==> src/rtl/core/xrr_pkg.sv <==
package xrr_pkg;

    localparam int WORD_W   = 32;
    localparam int KIND_W   = 2;
    localparam int STEP_W   = 5;

    localparam logic [WORD_W-1:0] MIX_MULT = 32'h9E37_79BB;
    localparam logic [WORD_W-1:0] WORD_RESET = 32'd1;

    localparam logic [KIND_W-1:0] KIND_RAW   = 2'd0;
    localparam logic [KIND_W-1:0] KIND_RANGE = 2'd1;
    localparam logic [KIND_W-1:0] KIND_BIT   = 2'd2;

    typedef logic [WORD_W-1:0] word_t;

    function automatic word_t rotl32(input word_t v, input int unsigned n);
        word_t r;
        r = (v << n) | (v >> (WORD_W - n));
        return r;
    endfunction

endpackage

==> src/rtl/core/xrr_divider.sv <==
module xrr_divider
    import xrr_pkg::*;
(
    input  logic  clk,
    input  logic  rst_n,
    input  logic  start,
    input  word_t dividend,
    input  word_t divisor,
    output logic  done,
    output word_t remainder
);

    logic              busy_reg, busy_next;
    logic              done_reg, done_next;
    logic [STEP_W-1:0] count_reg, count_next;
    word_t             rem_reg, rem_next;
    word_t             dvd_reg, dvd_next;
    word_t             dvs_reg, dvs_next;

    logic [WORD_W:0]   shifted;
    logic [WORD_W:0]   trial;

    // one restoring step per cycle, msb first
    assign shifted = {rem_reg, dvd_reg[WORD_W-1]};
    assign trial   = shifted - {1'b0, dvs_reg};

    always_comb
    begin
        busy_next  = busy_reg;
        done_next  = 1'b0;
        count_next = count_reg;
        rem_next   = rem_reg;
        dvd_next   = dvd_reg;
        dvs_next   = dvs_reg;
        if (start)
        begin
            busy_next  = 1'b1;
            count_next = '1;
            rem_next   = '0;
            dvd_next   = dividend;
            dvs_next   = divisor;
        end
        else if (busy_reg)
        begin
            dvd_next = {dvd_reg[WORD_W-2:0], 1'b0};
            if (!trial[WORD_W])
                rem_next = trial[WORD_W-1:0];
            else
                rem_next = shifted[WORD_W-1:0];
            count_next = count_reg - 1'b1;
            if (count_reg == '0)
            begin
                busy_next = 1'b0;
                done_next = 1'b1;
            end
        end
    end

    always_ff @(posedge clk or negedge rst_n)
    begin
        if (!rst_n)
        begin
            busy_reg  <= 1'b0;
            done_reg  <= 1'b0;
            count_reg <= '0;
        end
        else
        begin
            busy_reg  <= busy_next;
            done_reg  <= done_next;
            count_reg <= count_next;
        end
    end

    always_ff @(posedge clk)
    begin
        rem_reg <= rem_next;
        dvd_reg <= dvd_next;
        dvs_reg <= dvs_next;
    end

    assign done      = done_reg;
    assign remainder = rem_reg;

endmodule

==> src/rtl/core/xoroshiro64ss_ranged_random.sv <==
// channel   direction  handshake              payload
// request   in         in_valid / in_stall    kind, low_bound, high_bound
// result    out        out_valid / out_stall  value, span_zero
// seed      in         seed_write             seed_value
//
// Raw and bit draws pass from the accepted beat through the mix, draw and finish states to the result beat.
// Ranged draws with non-zero span also wait in the divide state for the 32-step remainder unit.
// One request at a time; in_stall is high from acceptance until the result is in
// the output register. A stalled result holds; the next request is taken meanwhile.
// Reset sets both state words to 1.
module xoroshiro64ss_ranged_random
    import xrr_pkg::*;
(
    input  logic              clk,
    input  logic              rst_n,
    input  logic              seed_write,
    input  word_t             seed_value,
    input  logic              in_valid,
    output logic              in_stall,
    input  logic [KIND_W-1:0] kind,
    input  word_t             low_bound,
    input  word_t             high_bound,
    output logic              out_valid,
    input  logic              out_stall,
    output word_t             value,
    output logic              span_zero
);

    localparam logic [2:0] ST_IDLE = 3'd0;
    localparam logic [2:0] ST_MIX  = 3'd1;
    localparam logic [2:0] ST_DRAW = 3'd2;
    localparam logic [2:0] ST_DIV  = 3'd3;
    localparam logic [2:0] ST_FIN  = 3'd4;

    logic [2:0]        state_reg, state_next;
    word_t             word_a_reg, word_a_next;
    word_t             word_b_reg, word_b_next;
    logic [KIND_W-1:0] kind_reg, kind_next;
    word_t             lo_reg, lo_next;
    word_t             span_reg, span_next;
    word_t             prod_reg, prod_next;
    word_t             draw_reg, draw_next;
    word_t             res_reg, res_next;
    logic              flag_reg, flag_next;
    logic              out_valid_reg, out_valid_next;
    word_t             value_reg, value_next;
    logic              span_zero_reg, span_zero_next;

    logic              accept;
    logic              out_take;
    word_t             s1x;
    word_t             rot;
    logic              div_start;
    logic              div_done;
    word_t             div_rem;

    assign accept   = in_valid && !in_stall;
    assign out_take = out_valid_reg && !out_stall;
    assign in_stall = (state_reg != ST_IDLE);

    assign s1x = word_b_reg ^ word_a_reg;
    assign rot = rotl32(prod_reg, 5);

    always_comb
    begin
        state_next     = state_reg;
        word_a_next    = word_a_reg;
        word_b_next    = word_b_reg;
        kind_next      = kind_reg;
        lo_next        = lo_reg;
        span_next      = span_reg;
        prod_next      = prod_reg;
        draw_next      = draw_reg;
        res_next       = res_reg;
        flag_next      = flag_reg;
        out_valid_next = out_valid_reg;
        value_next     = value_reg;
        span_zero_next = span_zero_reg;
        div_start      = 1'b0;

        if (out_take)
            out_valid_next = 1'b0;

        if (seed_write)
        begin
            word_a_next = seed_value + WORD_RESET;
            word_b_next = seed_value + WORD_RESET;
        end

        case (state_reg)
            ST_IDLE:
            begin
                if (accept)
                begin
                    kind_next   = kind;
                    lo_next     = low_bound;
                    span_next   = high_bound - low_bound;
                    prod_next   = word_a_reg * MIX_MULT;
                    word_a_next = rotl32(word_a_reg, 26) ^ s1x ^ (s1x << 9);
                    word_b_next = rotl32(s1x, 13);
                    state_next  = ST_MIX;
                end
            end
            ST_MIX:
            begin
                draw_next  = rot + (rot << 2);
                state_next = ST_DRAW;
            end
            ST_DRAW:
            begin
                flag_next = 1'b0;
                res_next  = draw_reg;
                if (kind_reg == KIND_RANGE)
                begin
                    if (span_reg == '0)
                    begin
                        res_next   = lo_reg;
                        flag_next  = 1'b1;
                        state_next = ST_FIN;
                    end
                    else
                    begin
                        div_start  = 1'b1;
                        state_next = ST_DIV;
                    end
                end
                else
                begin
                    if (kind_reg == KIND_BIT)
                        res_next = {{(WORD_W-1){1'b0}}, draw_reg[0]};
                    state_next = ST_FIN;
                end
            end
            ST_DIV:
            begin
                if (div_done)
                begin
                    res_next   = div_rem + lo_reg;
                    state_next = ST_FIN;
                end
            end
            ST_FIN:
            begin
                if (!out_valid_reg || !out_stall)
                begin
                    out_valid_next = 1'b1;
                    value_next     = res_reg;
                    span_zero_next = flag_reg;
                    state_next     = ST_IDLE;
                end
            end
            default:
            begin
                state_next = ST_IDLE;
            end
        endcase
    end

    xrr_divider u_div (
        .clk       (clk),
        .rst_n     (rst_n),
        .start     (div_start),
        .dividend  (draw_reg),
        .divisor   (span_reg),
        .done      (div_done),
        .remainder (div_rem)
    );

    always_ff @(posedge clk or negedge rst_n)
    begin
        if (!rst_n)
        begin
            state_reg     <= ST_IDLE;
            word_a_reg    <= WORD_RESET;
            word_b_reg    <= WORD_RESET;
            out_valid_reg <= 1'b0;
        end
        else
        begin
            state_reg     <= state_next;
            word_a_reg    <= word_a_next;
            word_b_reg    <= word_b_next;
            out_valid_reg <= out_valid_next;
        end
    end

    always_ff @(posedge clk)
    begin
        kind_reg      <= kind_next;
        lo_reg        <= lo_next;
        span_reg      <= span_next;
        prod_reg      <= prod_next;
        draw_reg      <= draw_next;
        res_reg       <= res_next;
        flag_reg      <= flag_next;
        value_reg     <= value_next;
        span_zero_reg <= span_zero_next;
    end

    assign out_valid = out_valid_reg;
    assign value     = value_reg;
    assign span_zero = span_zero_reg;

    a_accept_to_mix: assert property (@(posedge clk) disable iff (!rst_n)
        accept |=> state_reg == ST_MIX)
        else $error("accepted beat did not start the draw");

    a_done_in_div: assert property (@(posedge clk) disable iff (!rst_n)
        div_done |-> state_reg == ST_DIV)
        else $error("remainder unit finished outside the divide phase");

    a_result_from_fin: assert property (@(posedge clk) disable iff (!rst_n)
        (out_valid_reg && !$past(out_valid_reg)) |-> $past(state_reg) == ST_FIN)
        else $error("result beat raised without a finished draw");

endmodule

==> config.mk <==
export PLATFORM = sky130hd
export DESIGN_NAME = xoroshiro64ss_ranged_random
export DESIGN_NICKNAME = d
export VERILOG_FILES = /design/src/rtl/core/xrr_pkg.sv /design/src/rtl/core/xrr_divider.sv /design/src/rtl/core/xoroshiro64ss_ranged_random.sv
export SDC_FILE = /design/constraint.sdc
export NUM_CORES = 1
export LEC_CHECK = 0
export BUFFER_PORTS_ARGS = -buffer_cell sky130_fd_sc_hd__clkbuf_2
export CELL_PAD_IN_SITES_DETAIL_PLACEMENT = 2
export CELL_PAD_IN_SITES_GLOBAL_PLACEMENT = 2
export CORE_ASPECT_RATIO = 0.5
export CORE_MARGIN = 2
export CORE_UTILIZATION = 45
export DETAILED_ROUTE_END_ITERATION = 8
export GPL_TIMING_DRIVEN = 0
export PLACE_DENSITY = 0.95
export RECOVER_POWER = 25
export SLEW_MARGIN = 20
export SYNTH_ARGS = -nofsm -noshare
export SYNTH_HDL_FRONTEND = slang
export SYNTH_SLANG_ARGS = --single-unit
==> constraint.sdc <==
create_clock -name clk -period 10.5 [get_ports clk]
set_clock_uncertainty 0.1 [all_clocks]
set_input_delay 0.525 -clock clk [delete_from_list [all_inputs] [get_ports clk]]
set_output_delay 0.525 -clock clk [all_outputs]
set_load 0.02 [all_outputs]
==> reports/qor.csv, run 1 <==
stage,metric,value,unit
worst_setup_path,Worst path max stage delay,960,ps
routing,routed vias/inst,6.86,
routing,# DRC,0,
cts,CTS tree,done,
worst_setup_path,crit path launch type,flip-flop,
global_route,Global Route Usage Sum,0.448,
timing,Worst Tran Pin Value,4740,ps
routing,per-cell routed wire length,39.3,µm
timing,"Period Utilization, post-route",0.914,
cts,Root Driver,clkbuf_16,
synth,simple-gate share of the synthesized area,0.0890,
routing,DR pass1 iterations,6,
global_route,gr ovfl total,0,
routing,1st-iter DRT viols,2993,
die,die area,71600,µm²
synth,Syn Nets,3703,
timing,fin crit period,9600,ps
cts,"Clk Latency, worst-skew pair",660,ps
synth,post-synthesis mux area share,0.00778,
cts,setup bufs post-CTS,0,
worst_setup_path,CP Class,reg -> reg,
run,max_cap viols,1,
synth,Syn Inst Count,3031,
synth,Synth top area share,0.250,
synth,Post-synth EDFFs,260,
finish,area growth from synthesis to layout,10.5,%
synth,post-synthesis sequential area ratio,0.331,
placement,RD Place Congestion,0.951,
worst_setup_path,Worst setup EP type,flip-flop,
synth,Ys Warns,0,
timing,Max Slew Vio Count,70,
cts,CTS Sinks,367,
worst_setup_path,CP arrival,9810,ps
worst_setup_path,required time worst endpoint,10710,ps
timing,setup violators final,0,
cts,Resized Gates After CTS,0,
die,Die H,190,µm
global_route,antenna violations before repair,13,
synth,"top cells by count, synth","462 x inv_1, 308 x ha_1, 261 x fa_1",
finish,layout cell share with drive strength beyond 1,0.0655,
global_route,first-pass GRT wire length,231000,µm
synth,Async SR Flop Fraction,0.204,
worst_setup_path,"CP delay by family, top",adder cells,
worst_setup_path,Buf/Inv on CP,4,
routing,Antenna Nets Post-Route,0,
run_status,status,finished with violations,
die,total I/O pin count,138,
die,Starting Density,0.454,
synth,number of synthesized register bits,367,
synth,combinational family with the most area after synthesis,adder cells,
synth,Synth Area in XOR/XNOR,0.0820,
cts,H-tree depth,2,
cts,Worst-path clk slew,90,ps
die,core area,68700,µm²
worst_hold_path,worst hold path type,in -> reg,
run_status,failing checks,"capacitance limit, slew limit",
routing,DR vias,28598,
finish,Filler Cells Inserted,6957,
synth,Synth area leader,edfxtp_1,
synth,Synth cell types,82,
synth,top area cells in the synthesized netlist,"edfxtp_1 25%, fa_1 17%, ha_1 12%, dfrtp_1 5.9%, inv_1 5.6%",
placement,Detailed Place HPWL,108000,µm
timing,worst rel slew slack,-2.16,
synth,Post-Syn Area,31200,µm²
worst_setup_path,"Max FO, Critical Path",10,
synth,post-synthesis adder-cell area fraction,0.291,
worst_setup_path,worst-path cell chain,"inv_1, fa_1, inv_1, fa_1, fa_1, inv_1, fa_1, fa_1, inv_1, ha_1, fa_1, fa_1, ha_1, a21o_1, a21o_1, a21oi_1, o31ai_1, a21o_1, a31oi_1, o21ai_0, a41oi_1, o21ai_0, xnor2_1",
timing,f_max,0.104,GHz
routing,final wirelength,164000,µm
synth,synthesized area per cell,10.3,µm²
worst_setup_path,Worst path slowest cell,dfrtp_1,
placement,Port-buffer cells,137,
synth,most common cell in the netlist,inv_1,
timing,sum of negative setup slack,0,ps
worst_setup_path,CP most frequent cell,fa_1,
die,# rows,68,
synth,Compound-Gate Fraction of Synth Area,0.135,
finish,Final nets,3894,
global_route,vias in the first global route,32152,
global_route,pin count of the biggest net entering global routing,70,
timing,worst hold slack,18.8,ps
cts,cts bufs inserted,39,
cts,CTS Buffer Depth,3,
synth,Most used DFF post-synth,edfxtp_1,
timing,Hold Fails Final Rpt,0,
timing,RSZ-0062 raised after global routing,false,
die,die width,376,µm
worst reg2reg max path: cells and delay by family, from the launching register on:
kind | cells | cell delay (ps)
fa+ha+maj | 9 | 4330
compound gates | 9 | 2770
flops | 1 | 960
buf+inv | 4 | 900
xor+xnor | 1 | 200
worst paths after layout:
| check | from | end | slack (ps) | depth (start not counted) |
|---|---|---|---|---|
| max | word_a_reg[4]$_DFF_PN0_ | prod_reg[31]$_DFFE_PP_ | 900 | 23 |
| min | low_bound[26] | lo_reg[26]$_DFFE_PP_ | 20 | 1 |
| max reg2reg | word_a_reg[4]$_DFF_PN0_ | prod_reg[31]$_DFFE_PP_ | 900 | 23 |
| min reg2reg | flag_reg$_SDFFCE_PN0P_ | span_zero$_DFFE_PP_ | 320 | 0 |
| max in group asynchronous | rst_n | word_a_reg[28]$_DFF_PN0_ | 5020 | 3 |
| min in group asynchronous | rst_n | u_div.count_reg[4]$_DFFE_PN0P_ | 310 | 2 |
metrics by stage:
step | std cells | area, µm² | util | worst slack, ps
2_1_floorplan | 3031 | 31200 | - | 3800
3_3_place_gp | 4078 | 33000 | 0.481 | 2350
3_5_place_dp | 4089 | 33300 | 0.484 | 1870
4_1_cts | 4161 | 34600 | 0.503 | 1390
5_1_grt | 4162 | 34500 | 0.502 | 1030
6_report | 4166 | 34500 | 0.502 | 904
area by class of cell:
class	instances	area, µm²	area share
Multi-Input combinational cell	2134	18900	0.548
Clock buffer	49	1050	0.0304
Sequential cell	367	10300	0.299
Clock inverter	21	216	0.00628
Tap cell	910	1140	0.0330
Timing Repair Buffer	150	831	0.0241
Antenna cell	5	12.5	0.000363
Inverter	463	1740	0.0504
Buffer	67	275	0.00798
per-layer routing:
metal | global-route usage | share of wire
met1 | 0.466 | 0.33
met2 | 0.735 | 0.46
met3 | 0.130 | 0.096
met4 | 0.424 | 0.11
met5 | 0 | 0.00038
what timing repair did:
| action | in CTS | in global routing |
|---|---|---|
| setup endpoints to repair | 0 | 0 |
| hold buffers | 2 | 0 |
| endpoints found under the hold margin | 74 | 0 |
cell usage in the layout, fill, tap and decap left out, drive strengths merged, types with 7 or more instances in the layout:
master,Yosys,routed
nand3,53,53
o31ai,8,8
ha,308,308
nor4,11,11
clkinv,1,15
xnor2,184,184
and3,17,17
o22ai,7,7
nor3,40,40
nor2,110,110
dfrtp,73,73
a211o,12,12
o21bai,12,12
fa,261,261
and2,17,17
nor2b,19,19
a211oi,19,19
nand4,18,18
a21oi,191,191
edfxtp,260,260
mux2i,22,22
dfxtp,32,32
a21o,61,61
o21ai,160,160
clkbuf,55,242
buf,12,22
nand2b,27,27
o211ai,20,20
o21a,33,33
inv,462,464
a22oi,22,22
a31oi,18,18
a221oi,34,34
nand2,250,250
or3,9,9
xor2,104,104
kinds of logic after synthesis:
family                     after synthesis
muxes                                   24
adders and majority gates              569
xor gates and xnor gates               288
and+or+nand+nor                        600
AOI/OAI and AO/OA                      653
buffers and inverters                  530
DFF                                    367
Power of run 1 is not shown: default switching activity piles up to over one toggle a cycle in this logic, so the estimate is an artifact.
==> run 2, diff against run 1 <==
CORE_UTILIZATION = 42   (was 45)
PLACE_DENSITY = not set   (was 0.95)
PLACE_DENSITY_LB_ADDON = 0.1   (was not set)
clock period = 9.8 ns   (was 10.5 ns; I/O delays follow)
==> run 2 against run 1 <==
- the run still ends with capacitance limit, slew limit left
- design area is 1.1% higher
- global-route usage down 16 points
- fmax grew 13%
- setup slack gained 420 ps
- sequential share of layout area is 0.32 points lower
- critical endpoint unchanged
- first-iteration DRC count shrank 62%
- routed wire length fell by 33%
==> reports/qor.csv, run 2 (same netlist as run 1, synthesis figures left out) <==
stage,metric,value,unit,change
routing,Antenna Nets Post-Route,0,,unchanged
worst_hold_path,Hold Crit Endpoint,word_a_reg[0]$_DFF_PN1_,,was lo_reg[26]$_DFFE_PP_
cts,CTS Sinks,367,,unchanged
worst_setup_path,Worst path slowest cell,dfrtp_1,,unchanged
worst_setup_path,CP Class,reg -> reg,,unchanged
cts,Root Driver,clkbuf_16,,unchanged
timing,"Period Utilization, post-route",0.865,,was 0.914
finish,"commonest non-fill, non-tap cells in the layout","462 x inv_1, 308 x ha_1, 261 x fa_1",,unchanged
routing,final wirelength,110000,µm,was 164000 µm
routing,# DRC,0,,unchanged
cts,CTS tree,done,,unchanged
worst_setup_path,CP arrival,8710,ps,was 9810 ps
timing,Worst Tran Pin Value,4730,ps,was 4740 ps
worst_setup_path,required time worst endpoint,10040,ps,was 10710 ps
timing,Max Slew Vio Count,70,,unchanged
global_route,vias in the first global route,28015,,was 32152
die,# rows,70,,was 68
timing,RSZ-0062 raised after global routing,false,,unchanged
timing,Hold Fails Final Rpt,0,,unchanged
routing,DR vias,23873,,was 28598
worst_setup_path,r2r setup slk,1320,ps,was 900 ps
routing,M1 wire length,44000,µm,was 54100 µm
worst_setup_path,crit path launch type,flip-flop,,unchanged
routing,routed vias/inst,5.61,,was 6.86
worst_setup_path,"CP delay by family, top",adder cells,,unchanged
global_route,pin count of the biggest net entering global routing,70,,unchanged
worst_setup_path,CP most frequent cell,fa_1,,unchanged
cts,Worst-path clk slew,60,ps,was 90 ps
worst_setup_path,Worst setup EP type,flip-flop,,unchanged
global_route,Global Route Usage Sum,0.289,,was 0.448
timing,f_max,0.118,GHz,was 0.104 GHz
routing,1st-iter DRT viols,1125,,was 2993
global_route,antenna violations before repair,2,,was 13
run_status,failing checks,"capacitance limit, slew limit",,unchanged
run_status,status,finished with violations,,unchanged
placement,Detailed Place HPWL,89100,µm,was 108000 µm
worst_setup_path,Worst path max stage delay,790,ps,was 960 ps
timing,sum of negative setup slack,0,ps,unchanged
cts,cts bufs inserted,40,,was 39
placement,RD Place Congestion,0.860,,was 0.951
finish,area growth from synthesis to layout,11.7,%,was 10.5%
placement,Port-buffer cells,137,,unchanged
global_route,gr ovfl total,0,,unchanged
worst_setup_path,RR Endpoint,prod_reg[31]$_DFFE_PP_,,unchanged
timing,worst rel slew slack,-2.15,,was -2.16
worst_hold_path,Hold Crit Start,seed_value[0],,was low_bound[26]
routing,routed wl met2,57800,µm,was 75100 µm
die,core area,73300,µm²,was 68700 µm²
routing,DR pass1 iterations,5,,was 6
worst_setup_path,"Max FO, Critical Path",10,,unchanged
die,die width,390,µm,was 376 µm
placement,placed cells,4151,,was 4089
cts,CTS Buffer Depth,3,,unchanged
die,die area,76600,µm²,was 71600 µm²
die,Starting Density,0.426,,was 0.454
worst_setup_path,FF-to-FF path depth,23,,unchanged
worst_hold_path,Worst Hold Path Cells,2,,was 1
worst_setup_path,Buf/Inv on CP,4,,unchanged
finish,layout cell share with drive strength beyond 1,0.0643,,was 0.0655
worst_setup_path,origin of the critical flop-to-flop path,word_a_reg[4]$_DFF_PN0_,,unchanged
run,max_cap viols,1,,unchanged
cts,H-tree depth,2,,unchanged
finish,"commonest non-fill, non-tap cell in the layout",inv_1,,unchanged
timing,setup violators final,0,,unchanged
global_route,first-pass GRT wire length,168000,µm,was 231000 µm
die,total I/O pin count,138,,unchanged
die,Die H,197,µm,was 190 µm
timing,fin crit period,8480,ps,was 9600 ps
worst_setup_path,worst-path cell chain,"inv_1, fa_1, inv_1, fa_1, fa_1, inv_1, fa_1, fa_1, inv_1, ha_1, fa_1, fa_1, ha_1, a21o_1, a21o_1, a21oi_1, o31ai_1, a21o_1, a31oi_1, o21ai_0, a41oi_1, o21ai_0, xnor2_1",,unchanged
finish,"non-filler cells, final",4253,,was 4166
finish,Final nets,3919,,was 3894
worst_hold_path,worst hold path type,in -> reg,,unchanged
routing,WL met3,3100,µm,was 15600 µm
routing,max layer used,met4,,was met5
cts,"Clk Latency, worst-skew pair",610,ps,was 660 ps
routing,per-cell routed wire length,25.8,µm,was 39.3 µm
run 2: worst max-delay path by stage:
| stage | start | endpoint | slack [ps] | depth (start not counted) |
|---|---|---|---|---|
| after floorplan | word_a_reg[3]$_DFF_PN0_ | prod_reg[31]$_DFFE_PP_ | 3100 | 23 |
| after global placement | word_a_reg[4]$_DFF_PN0_ | prod_reg[31]$_DFFE_PP_ | 1430 | 22 |
| after detailed placement | word_a_reg[4]$_DFF_PN0_ | prod_reg[31]$_DFFE_PP_ | 1290 | 19 |
| after CTS | word_a_reg[4]$_DFF_PN0_ | prod_reg[31]$_DFFE_PP_ | 1270 | 19 |
| after global routing | word_a_reg[4]$_DFF_PN0_ | prod_reg[31]$_DFFE_PP_ | 1040 | 23 |
| final | word_a_reg[4]$_DFF_PN0_ | prod_reg[31]$_DFFE_PP_ | 1320 | 23 |
run 2: worst register-to-register path, stage by stage (launching register included):
cell and delay, ps:
dfrtp_1 790, inv_1 510, fa_1 610, inv_1 70, fa_1 400, fa_1 510, inv_1 50, fa_1 460
fa_1 510, inv_1 40, ha_1 290, fa_1 510, fa_1 450, ha_1 400, a21o_1 220, a21o_1 170
a21oi_1 180, o31ai_1 100, a21o_1 210, a31oi_1 660, o21ai_0 270, a41oi_1 350, o21ai_0 170, xnor2_1 160
run 2: per-stage QoR:
step	hold slack, ps	setup WS (ps)	instance area, µm²	utilization
after global placement	304	1430	33100	0.452
final	70.1	1320	34900	0.476
after global routing	59.1	1040	34900	0.476
after detailed placement	232	1290	33300	0.455
after floorplan	94.4	3100	31200	-
after CTS	1.45	1270	34900	0.476
run 2: timing repair:
item                                    in CTS  in global routing
gates resized for setup                      0                  0
endpoints found under the setup margin       0                  0
setup buffers                                0                  0
endpoints found under the hold margin       97                  1
hold buffers                                25                  1
run 2: final cells by class:
type | instances | area [µm²]
antenna | 2 | 5.00
clock buffer | 55 | 1180
multi-input combinational | 2134 | 18900
clock inverter | 19 | 150
buffer | 67 | 275
fill | 7705 | 38400
timing repair buffer | 174 | 1070
sequential | 367 | 10300
inverter | 463 | 1740
tap | 972 | 1220
run 2: layer usage:
metal / vias up / GRT usage
li1: 10856 / -
met1: 12351 / 0.335
met2: 468 / 0.545
met3: 198 / 0.0312
met4: 0 / 0.118
met5: - / 0
Power of run 2 is left out for the same reason.
